**src/sv/spru_pkg.sv**
```systemverilog
// Shared types, status and op codes, and a byte swap helper for the sprite pixel run unpacker.
// No dependencies.
package spru_pkg;

    localparam logic [1:0] OP_START = 2'd0;
    localparam logic [1:0] OP_FEED  = 2'd1;
    localparam logic [1:0] OP_PEN   = 2'd2;

    localparam logic [2:0] ST_PEN          = 3'd0;
    localparam logic [2:0] ST_DATA_NEEDED  = 3'd1;
    localparam logic [2:0] ST_END_LINE     = 3'd2;
    localparam logic [2:0] ST_END_SPRITE   = 3'd3;
    localparam logic [2:0] ST_END_QUADRANT = 3'd4;
    localparam logic [2:0] ST_LINE_STARTED = 3'd5;
    localparam logic [2:0] ST_ACCEPTED     = 3'd6;
    localparam logic [2:0] ST_OVERFLOW     = 3'd7;

    localparam logic REG_BITS_PER_PEN = 1'b0;
    localparam logic REG_LITERAL_MODE = 1'b1;

    localparam logic [2:0] BPP_RESET   = 3'd4;
    localparam logic [3:0] HEADER_BITS = 4'd5;
    localparam logic [6:0] WORD_BITS   = 7'd32;

    typedef struct packed {
        logic [1:0]  op;
        logic [31:0] data_word;
    } t_in_item;

    typedef struct packed {
        logic [2:0] status;
        logic [3:0] pen;
        logic [7:0] line_offset;
    } t_out_item;

    typedef struct packed {
        logic [2:0] bits_per_pen;
        logic       literal_mode;
    } t_cfg;

    // byte 0 of the word goes to the top so it is read first
    function automatic logic [31:0] swap_bytes(input logic [31:0] w);
        return {w[7:0], w[15:8], w[23:16], w[31:24]};
    endfunction

endpackage

```
**src/sv/spru_core.sv**
```systemverilog
// Decoder state and step logic of the sprite pixel run unpacker.
// Depends on spru_pkg.
module spru_core (
    input  logic               i_clk,
    input  logic               i_rst_n,
    input  logic               i_fire,
    input  spru_pkg::t_in_item i_item,
    input  spru_pkg::t_cfg     i_cfg,
    output spru_pkg::t_out_item o_result
);

    logic [63:0] r_shifter, n_shifter;
    logic [6:0]  r_bb, n_bb;
    logic [10:0] r_lbl, n_lbl;
    logic [7:0]  r_offset, n_offset;
    logic        r_ril, n_ril;
    logic [3:0]  r_rr, n_rr;
    logic [3:0]  r_last, n_last;

    logic [2:0]  bpp;
    logic [72:0] ext;
    logic [8:0]  win;
    logic [31:0] swapped;
    logic        hdr_due;
    logic        repeat_run;
    logic [3:0]  need;
    logic [3:0]  pen;
    logic [2:0]  status;

    always_comb begin
        if (i_cfg.bits_per_pen == 3'd0) begin
            bpp = 3'd1;
        end else if (i_cfg.bits_per_pen > 3'd4) begin
            bpp = 3'd4;
        end else begin
            bpp = i_cfg.bits_per_pen;
        end
    end

    assign ext        = {r_shifter, 9'b0};
    assign win        = ext[r_bb +: 9];
    assign swapped    = spru_pkg::swap_bytes(i_item.data_word);
    assign repeat_run = !i_cfg.literal_mode && !r_ril && (r_rr != 4'd0);
    assign hdr_due    = !(i_cfg.literal_mode || (r_ril && (r_rr != 4'd0)));
    assign need       = {1'b0, bpp} + (hdr_due ? spru_pkg::HEADER_BITS : 4'd0);

    always_comb begin
        n_shifter = r_shifter;
        n_bb      = r_bb;
        n_lbl     = r_lbl;
        n_offset  = r_offset;
        n_ril     = r_ril;
        n_rr      = r_rr;
        n_last    = r_last;
        pen       = 4'd0;
        status    = spru_pkg::ST_ACCEPTED;
        case (i_item.op)
            spru_pkg::OP_START: begin
                n_shifter = {32'b0, swapped};
                n_bb      = 7'd24;
                n_offset  = i_item.data_word[7:0];
                n_ril     = 1'b0;
                n_rr      = 4'd0;
                if (i_item.data_word[7:0] == 8'd0) begin
                    n_lbl  = 11'd0;
                    status = spru_pkg::ST_END_SPRITE;
                end else if (i_item.data_word[7:0] == 8'd1) begin
                    n_lbl  = 11'd0;
                    status = spru_pkg::ST_END_QUADRANT;
                end else begin
                    n_lbl  = {i_item.data_word[7:0] - 8'd1, 3'b000};
                    status = spru_pkg::ST_LINE_STARTED;
                end
            end
            spru_pkg::OP_FEED: begin
                if (r_bb > spru_pkg::WORD_BITS) begin
                    status = spru_pkg::ST_OVERFLOW;
                end else begin
                    n_shifter = {r_shifter[31:0], swapped};
                    n_bb      = r_bb + spru_pkg::WORD_BITS;
                end
            end
            spru_pkg::OP_PEN: begin
                if (repeat_run) begin
                    n_rr   = r_rr - 4'd1;
                    pen    = r_last;
                    status = spru_pkg::ST_PEN;
                end else if (r_lbl <= {7'b0, need}) begin
                    n_shifter = 64'd0;
                    n_bb      = 7'd0;
                    n_ril     = 1'b0;
                    n_rr      = 4'd0;
                    status    = spru_pkg::ST_END_LINE;
                end else if (r_bb < {3'b0, need}) begin
                    status = spru_pkg::ST_DATA_NEEDED;
                end else if (hdr_due) begin
                    if (!win[8] && (win[7:4] == 4'd0)) begin
                        n_lbl     = 11'd0;
                        n_shifter = 64'd0;
                        n_bb      = 7'd0;
                        n_ril     = 1'b0;
                        n_rr      = 4'd0;
                        status    = spru_pkg::ST_END_LINE;
                    end else begin
                        n_ril  = win[8];
                        n_rr   = win[7:4];
                        pen    = win[3:0] >> (3'd4 - bpp);
                        n_last = pen;
                        n_bb   = r_bb - {3'b0, need};
                        n_lbl  = r_lbl - {7'b0, need};
                        status = spru_pkg::ST_PEN;
                    end
                end else begin
                    pen    = win[8:5] >> (3'd4 - bpp);
                    n_last = pen;
                    n_bb   = r_bb - {4'b0, bpp};
                    n_lbl  = r_lbl - {8'b0, bpp};
                    if (!i_cfg.literal_mode) begin
                        n_rr = r_rr - 4'd1;
                    end
                    status = spru_pkg::ST_PEN;
                end
            end
            default: begin
                status = spru_pkg::ST_ACCEPTED;
            end
        endcase
    end

    assign o_result.status      = status;
    assign o_result.pen         = pen;
    assign o_result.line_offset = n_offset;

    always_ff @(posedge i_clk) begin
        if (!i_rst_n) begin
            r_shifter <= 64'd0;
            r_bb      <= 7'd0;
            r_lbl     <= 11'd0;
            r_offset  <= 8'd0;
            r_ril     <= 1'b0;
            r_rr      <= 4'd0;
            r_last    <= 4'd0;
        end else if (i_fire) begin
            r_shifter <= n_shifter;
            r_bb      <= n_bb;
            r_lbl     <= n_lbl;
            r_offset  <= n_offset;
            r_ril     <= n_ril;
            r_rr      <= n_rr;
            r_last    <= n_last;
        end
    end

endmodule

```
**src/sv/sprite_pixel_run_unpacker.sv**
```systemverilog
// Top level of the sprite pixel run unpacker: input register, config registers,
// result register and checks. Depends on spru_pkg and spru_core.

// Takes one item per clock while results are taken and returns exactly one result
// item for each. An item sits in the input register while the decoder core works on
// it against the line state, and its result is then registered in the result register.
// Throughput is one item per cycle while results are taken, as the decoder core
// updates its state once per item. While a result waits to be taken, the input register
// holds one more item and then input ready stays low until the result leaves.
// Configuration registers reset to 4 bits per pen and packed mode.
module sprite_pixel_run_unpacker (
    input  logic                i_clk,
    input  logic                i_rst_n,
    input  logic                i_in_valid,
    output logic                o_in_ready,
    input  spru_pkg::t_in_item  i_in_item,
    output logic                o_out_valid,
    input  logic                i_out_ready,
    output spru_pkg::t_out_item o_out_item,
    input  logic                i_cfg_we,
    input  logic                i_cfg_idx,
    input  logic [2:0]          i_cfg_wdata
);

    logic                r_in_valid;
    spru_pkg::t_in_item  r_in_item;
    logic                r_out_valid;
    spru_pkg::t_out_item r_out_item;
    spru_pkg::t_cfg      r_cfg;
    spru_pkg::t_out_item result;
    logic                fire;
    logic                in_take;

    assign fire       = r_in_valid && (!r_out_valid || i_out_ready);
    assign o_in_ready = !r_in_valid || fire;
    assign in_take    = i_in_valid && o_in_ready;

    always_ff @(posedge i_clk) begin
        if (!i_rst_n) begin
            r_cfg.bits_per_pen <= spru_pkg::BPP_RESET;
            r_cfg.literal_mode <= 1'b0;
        end else if (i_cfg_we) begin
            case (i_cfg_idx)
                spru_pkg::REG_BITS_PER_PEN: r_cfg.bits_per_pen <= i_cfg_wdata;
                spru_pkg::REG_LITERAL_MODE: r_cfg.literal_mode <= i_cfg_wdata[0];
                default: r_cfg <= r_cfg;
            endcase
        end
    end

    always_ff @(posedge i_clk) begin
        if (!i_rst_n) begin
            r_in_valid <= 1'b0;
        end else if (o_in_ready) begin
            r_in_valid <= i_in_valid;
        end
    end

    always_ff @(posedge i_clk) begin
        if (in_take) begin
            r_in_item <= i_in_item;
        end
    end

    spru_core u_core (
        .i_clk    (i_clk),
        .i_rst_n  (i_rst_n),
        .i_fire   (fire),
        .i_item   (r_in_item),
        .i_cfg    (r_cfg),
        .o_result (result)
    );

    always_ff @(posedge i_clk) begin
        if (!i_rst_n) begin
            r_out_valid <= 1'b0;
        end else if (fire) begin
            r_out_valid <= 1'b1;
        end else if (i_out_ready) begin
            r_out_valid <= 1'b0;
        end
    end

    always_ff @(posedge i_clk) begin
        if (fire) begin
            r_out_item <= result;
        end
    end

    assign o_out_valid = r_out_valid;
    assign o_out_item  = r_out_item;

`ifndef ASSERT_OFF
    a_fire_gives_result: assert property (@(posedge i_clk) disable iff (!i_rst_n)
        fire |=> o_out_valid)
        else $error("decoded item produced no result");

    a_held_item_kept: assert property (@(posedge i_clk) disable iff (!i_rst_n)
        r_in_valid && !fire |=> r_in_valid)
        else $error("waiting item lost from input register");

    a_pen_zero_otherwise: assert property (@(posedge i_clk) disable iff (!i_rst_n)
        o_out_valid && (o_out_item.status != spru_pkg::ST_PEN) |-> o_out_item.pen == 4'd0)
        else $error("pen nonzero on non-pen status");

    a_sprite_end_offset: assert property (@(posedge i_clk) disable iff (!i_rst_n)
        o_out_valid && (o_out_item.status == spru_pkg::ST_END_SPRITE)
        |-> o_out_item.line_offset == 8'd0)
        else $error("end of sprite with nonzero offset");
`endif

endmodule
```
**config.mk**
```make
export PLATFORM = sky130hd
export DESIGN_NAME = sprite_pixel_run_unpacker
export DESIGN_NICKNAME = d
export VERILOG_FILES = /design/src/sv/spru_pkg.sv /design/src/sv/spru_core.sv /design/src/sv/sprite_pixel_run_unpacker.sv
export SDC_FILE = /design/constraint.sdc
export NUM_CORES = 1
export LEC_CHECK = 0
export BUFFER_PORTS_ARGS = -buffer_cell sky130_fd_sc_hd__buf_2
export CORE_MARGIN = 1
export CORE_UTILIZATION = 40
export DETAILED_ROUTE_END_ITERATION = 10
export HOLD_SLACK_MARGIN = 0.1
export SYNTH_ARGS = -nofsm -noshare
export SYNTH_HDL_FRONTEND = slang
export SYNTH_SLANG_ARGS = --single-unit
```
**constraint.sdc**
```tcl
create_clock -name i_clk -period 6.4 [get_ports i_clk]
set_input_delay 0 -clock i_clk [delete_from_list [all_inputs] [get_ports i_clk]]
set_output_delay 0 -clock i_clk [all_outputs]
set_load 0.005 [all_outputs]
```
==> metrics, run 1 <==
ys flop type=dfxtp_1; final hold violations=0; die area=around 29,000 sq um; worst vdd ir=168 uV; Layout area overhead=12.5%; synth warn=0; DPL Wire Length=about 23,000 um; routed via count=between 9,000 and 10,000; Sink Count=154; Yosys reg bits=approximately 150; largest net degree at the start of global routing=63; vias in the first global route=9,201; post-route ant nets=0; min cycle time layout=between 5 and 6 ns; initial antenna violation count=0; Avg Inst Size Synth=roughly 9.7 sq um; Synth async-reset ratio=0%; GRT Total Usage=about 23%; Post-CTS Setup Repair Bufs=0; number of flops mapped to enable cells by yosys=49; Core Util, Final=between 40% and 50%; Seq pwr share=between 40 and 50%; Max Cap Violations=0; Max FO, Critical Path=30; Max Fclk=about 0.18 GHz; Setup TNS=0 ns; Max Transition Viols Final=0; Worst Hold Class=input port to register; Leakage=between 4 and 5 nW; worst-skew pair later-pin latency=0.43 ns; Sw Share=30.5%; total gr overflow=0; final instance count without filler cells=approximately 1,600; Setup crit start kind=register; Placed Instances=~1,500; placer congestion estimate=0.972; Slew headroom=31.3%; Std-Cell Rows=61; DR WL/cell=between 20 and 25 um; total internal power=about 1.7 mW; WP data arrival=a little under 6 ns; critical path capture point type=register; drc violations=0; synth unique cells=between 80 and 90; Initial DRC Count=about 1,000; H-tree depth=4; placed cell area=between 10,000 and 15,000 sq um; Final nets=around 1,300; share of layout cells above drive strength 1=a little under a fifth; worst-margin pin slew=slightly above 1 ns; status=finished, final reports clean; input/output buffers=59; WP data required=6.69 ns; final WL=around 33,000 um; Switch Pwr=between 0.7 and 0.8 mW; RSZ-0062 raised after global routing=no; synthesized cell area=11,300 sq um; PwrDens=roughly 200 nW/um^2; Initial Util=between 40% and 50%; logic gate share of total power=around 16%; global-route wire length before repair=approximately 52,000 um; Core Area=27,900 sq um; Antenna diodes=0; root buf cell=clkbuf_16; Via density=about 6.1; critical path type=register to register; clock tree buffer depth=2; Num CTS Buffers=17; clk_skew=between 0.01 and 0.015 ns; instance count of the mapped netlist=~1,200; Mapped Nets=1,245; # setup viols final=0; Final Cycle Share=a little under 90%; io pins=60; clock tree from TritonCTS=done; TritonRoute pass-1 iters=8; chip width=between 150 and 200 um; Clock transition at path regs=roughly 0.07 ns; register area share after synthesis=between 30% and 40%; hold slack final=between 0.2 and 0.3 ns; fin area=12,800 sq um; clock share of power=between 30% and 40%; Die Ht=~170 um
critical path: stages, from the launching register on:
cell and delay, ns:
dfxtp_1 0.34, inv_1 0.09, ha_1 0.18, or3b_2 0.44, a21o_1 0.43, inv_1 0.17
buf_4 0.34, ha_1 0.33, xnor2_1 0.24, ha_1 0.31, and3_1 0.20, a221o_1 0.31
a211oi_2 0.52, nand3b_1 0.33, a21oi_1 0.88, mux2i_1 0.27, nor2_1 0.06
kinds of logic after synthesis:
logic type | synth area share [%]
compound gates | 14.2
simple gates | 17.9
mux | 25.0
buf+inv | 6.12
fa+ha+maj | 3.84
xor+xnor | 1.47
flops | 31.5
per-stage QoR:
step | worst slack [ns] | power, mW
CTS | 1.00 | 2.50
finish | 0.834 | 2.49
detailed placement | 1.01 | 1.49
floorplan | 1.23 | 1.38
global placement | 1.12 | 1.49
global route | 0.554 | 2.59
path summary, 6_finish.rpt:
check              startpoint  slack [ns]  cells past startpoint          endpoint
max            u_core.r_rr[0]        0.83                     16  u_core.r_last[2]
min             i_in_item[29]        0.28                      2     r_in_item[29]
max reg2reg    u_core.r_rr[0]        0.83                     16  u_core.r_last[2]
min reg2reg  u_core.r_last[1]        0.45                      2  u_core.r_last[1]
power groups by stage:
stage	sequential [mW]	combinational [mW]	clock (mW)
floorplan	1.10	0.286	0
global placement	1.13	0.362	0
detailed placement	1.13	0.365	0
CTS	1.11	0.389	1.00
global route	1.11	0.431	1.04
finish	1.11	0.395	0.983
cell usage in the layout, fill, tap and decap left out, types with 14 or more instances in the layout:
cell	synthesis	final
a211oi_1	14	14
a21oi_1	45	44
and2_1	43	43
buf_2	16	59
buf_4	9	19
clkbuf_16	0	17
dfxtp_1	105	101
dlygate4sd3_1	0	47
edfxtp_1	49	49
ha_1	26	26
inv_1	26	26
mux2_2	24	24
mux2i_1	87	87
mux4_2	65	65
nand2_1	132	132
nand3_1	50	50
nor2_1	90	90
nor2b_1	21	21
nor3_1	22	22
o21ai_0	58	58
repair_timing:
item	4_1_cts	5_1_grt
hold endpoints to repair	40	0
gates resized for setup	0	0
setup endpoints to repair	0	0
hold buffers	47	0
sequential cells by signal, indices dropped and copies added (netlist names):
| name | cells |
|---|---|
| u_core.r_rr | 4 |
| o_out_valid | 1 |
| r_cfg | 4 |
| u_core.r_offset | 8 |
| u_core.r_bb | 7 |
| u_core.r_lbl | 11 |
| r_in_valid | 1 |
| u_core.r_shifter | 64 |
| o_out_item | 15 |
| u_core.r_ril | 1 |
| r_in_item | 34 |
| u_core.r_last | 4 |
layer usage:
layer | GRT usage [%] | wire, um | vias to the layer above
li1 | - | - | 4512
met5 | 0 | 0 | -
met3 | 4.28 | 2530 | 50
met4 | 6.46 | 663 | 0
met1 | 33.2 | 14900 | 4831
met2 | 35.5 | 14700 | 450
cell usage after synthesis, drive strengths merged (8+ instances only):
cell type / n / area share (%)
a31oi: 13 / 0.72
nor2: 90 / 3.0
a32oi: 9 / 0.69
nand3: 50 / 2.2
buf: 53 / 3.7
o21ai: 63 / 2.8
clkbuf: 39 / 1.3
nor3: 22 / 0.97
nand2: 132 / 4.4
o22ai: 8 / 0.44
a211oi: 15 / 1.0
mux4: 74 / 15
inv: 28 / 0.93
mux2: 24 / 2.4
mux2i: 87 / 7.7
and2: 43 / 2.4
a21oi: 45 / 2.0
dfxtp: 105 / 19
o211ai: 8 / 0.57
and3: 9 / 0.50
xnor2: 13 / 1.0
nand2b: 11 / 0.61
nor2b: 21 / 1.2
edfxtp: 49 / 13
nor4: 8 / 0.63
ha: 26 / 2.9
area by class of cell:
cell class | instances | area (sq um)
Fill cell | 2628 | 15100
Multi-Input combinational cell | 891 | 7090
Sequential cell | 154 | 3580
Timing Repair Buffer | 126 | 928
Tap cell | 378 | 473
Clock buffer | 17 | 425
Inverter | 35 | 131
Clock inverter | 15 | 128
No activity file was read; power rests on OpenSTA's default activity.
==> inputs of run 2 (changes only) <==
==> constraint.sdc (replaced) <==
create_clock -name i_clk -period 6.4 [get_ports i_clk]
set_input_delay 0.32 -clock i_clk [delete_from_list [all_inputs] [get_ports i_clk]]
set_output_delay 0.32 -clock i_clk [all_outputs]
set_load 0.005 [all_outputs]
==> run 2 against run 1 <==
  * Largest cell class unchanged
  * Core utilization decreased by 0.47 points
  * Die area is the same
  * Setup slack better by 0.049 ns
  * Clock power rose by 0.4%
  * Wire length fell by 0.69%
  * Final cell count shrank 0.80%
  * Register-to-register slack improved by 0.05 ns
  * Flip-flop and latch count unchanged
  * Cell area shrank 1.0%
  * Count of clock-buffer cells in the layout unchanged
==> metrics, run 2 (same netlist as run 1, synthesis figures left out) <==
Switch Pwr=0.760 mW; cell family with most CP delay=compound AO/OA/AOI/OAI gates; WP data arrival=a little under 6 ns; Sw Share=around 31%; final hold violations=0; sequential cell area=around 3600 sq um; CP max stage delay=between 0.8 and 0.9 ns; worst vdd ir=around 170 uV; pre-CTS setup slack=1.01 ns; post-route ant nets=0; worst-margin pin slew=1.04 ns; Slew headroom=between 30% and 40%; placer congestion estimate=between 0.9 and 1; input/output buffers=approximately 60; Antenna diodes=0; share of layout cells above drive strength 1=18.2%; Initial DRC Count=just over 1,000; drc violations=0; crit path buf inv count=3; DPL Wire Length=approximately 23,000 um; root buf cell=clkbuf_16; min cycle time layout=approximately 5.5 ns; FILL cells=approximately 2,600; chip width=approximately 170 um; Reg with most FFs=u_core.r_shifter; clock tree from TritonCTS=done; total gr overflow=0; # setup viols final=0; area occupied by multi-input gates=between 7000 and 8000 sq um; largest net degree at the start of global routing=63; critical path capture point type=register; setup slack after layout=slightly below 0.9 ns; Setup crit start kind=register; Final Cycle Share=86.2%; Initial Util=40.7%; max reg flops=between 60 and 70; Worst Hold Class=input port to register; CP max-delay cell=a21oi_1; routed via count=around 9,700; PwrDens=~200 nW/um^2; Via density=a little over 6; io pins=60; Leakage=4.42 nW; critical path, cell by cell=inv_1, ha_1, or3b_2, a21o_1, inv_1, buf_4, ha_1, xnor2_1, ha_1, and3_1, a221o_1, a211oi_2, nand3b_1, a21oi_1, mux2i_1, nor2_1; commonest non-fill, non-tap cell in the layout=nand2_1; status=finished, final reports clean; fin area=12,600 sq um; DR WL/cell=about 20 um; clock tree buffer depth=2; total internal power=1.72 mW; Setup TNS=0 ns; vias in the first global route=slightly above 9,000; TritonRoute pass-1 iters=6; critical path type=register to register; RSZ-0062 raised after global routing=no; hold slack final=~0.12 ns; Sink Count=around 150; Max Cap Violations=0; Max Fclk=between 0.15 and 0.2 GHz; clk_skew=between 0.01 and 0.015 ns; most frequent cells in the layout=nand2_1, dfxtp_1, nor2_1; Std-Cell Rows=61; H-tree depth=4; Crit path top cell by count=ha_1; Die Ht=170 um; Num CTS Buffers=17; Core Area=~28,000 sq um; Max FO, Critical Path=30; Clock transition at path regs=approximately 0.07 ns; placed cell area=approximately 12,000 sq um; logic gate share of total power=approximately 16%; Post-CTS Resized=0; die area=between 20,000 and 30,000 sq um; GRT Total Usage=23.1%; Layout area overhead=11.3%; final WL=32,600 um; Final nets=~1,300; global-route wire length before repair=52,200 um; worst-skew pair later-pin latency=roughly 0.43 ns; WP data required=~6.7 ns; Max Transition Viols Final=0; clock share of power=between 30% and 40%; initial antenna violation count=0; Seq pwr share=around 45%
==> run 2: cell count changes in the layout (fill, tap and decap cells not counted) <==
cell           before  now
dlygate4sd3_1      47   34
==> run 2: area by class of cell <==
cell class	instances	share of cell area, %
Timing Repair Buffer	113	6.32
Multi-Input combinational cell	891	56.2
Inverter	35	1.04
Sequential cell	154	28.4
Clock inverter	15	1.01
Clock buffer	17	3.37
Tap cell	378	3.74
==> run 2: path summary, 6_finish.rpt <==
| check | depth (start not counted) | startpoint | endpoint | slack, ns |
|---|---|---|---|---|
| max reg2reg | 16 | u_core.r_rr[0] | u_core.r_last[2] | 0.88 |
| min reg2reg | 2 | u_core.r_last[1] | u_core.r_last[1] | 0.46 |
| max | 16 | u_core.r_rr[0] | u_core.r_last[2] | 0.88 |
| min | 3 | i_cfg_wdata[2] | r_cfg[3] | 0.12 |
==> run 2: routing by layer <==
metal	share of wire, %	wire [um]	track usage (%)	vias up
li1	-	-	-	4481
met1	46	15100	33.3	4770
met2	45	14600	35.2	408
met3	7.1	2330	4.26	43
met4	2.1	674	6.46	0
met5	0	0	0	-
==> run 2: repair_timing <==
item / CTS / global route
buffers inserted: 0 / 0
hold buffers: 34 / 0
hold endpoints to repair: 34 / 0
==> run 2: through the flow <==
stage                     power [mW]  utilization (%)  instances
after global placement          1.49             42.1       1537
after CTS                       2.49             45.3       1603
after global routing            2.58             45.3       1603
after detailed placement        1.49             42.1       1537
after floorplan                 1.38                -       1172
final                           2.48             45.3       1603
==> run 2: worst reg2reg max path, stage by stage (launching register included) <==
cell and delay, ns:
dfxtp_1 0.34, inv_1 0.09, ha_1 0.18, or3b_2 0.44, a21o_1 0.44, inv_1 0.17
buf_4 0.33, ha_1 0.33, xnor2_1 0.24, ha_1 0.31, and3_1 0.20, a221o_1 0.31
a211oi_2 0.49, nand3b_1 0.31, a21oi_1 0.88, mux2i_1 0.27, nor2_1 0.06
==> run 2: power groups by stage <==
stage	Clock, mW	Sequential (mW)	Combinational (mW)
floorplan	0	1.10	0.286
global placement	0	1.13	0.362
detailed placement	0	1.13	0.365
CTS	1.00	1.11	0.383
global route	1.04	1.11	0.425
finish	0.987	1.11	0.388
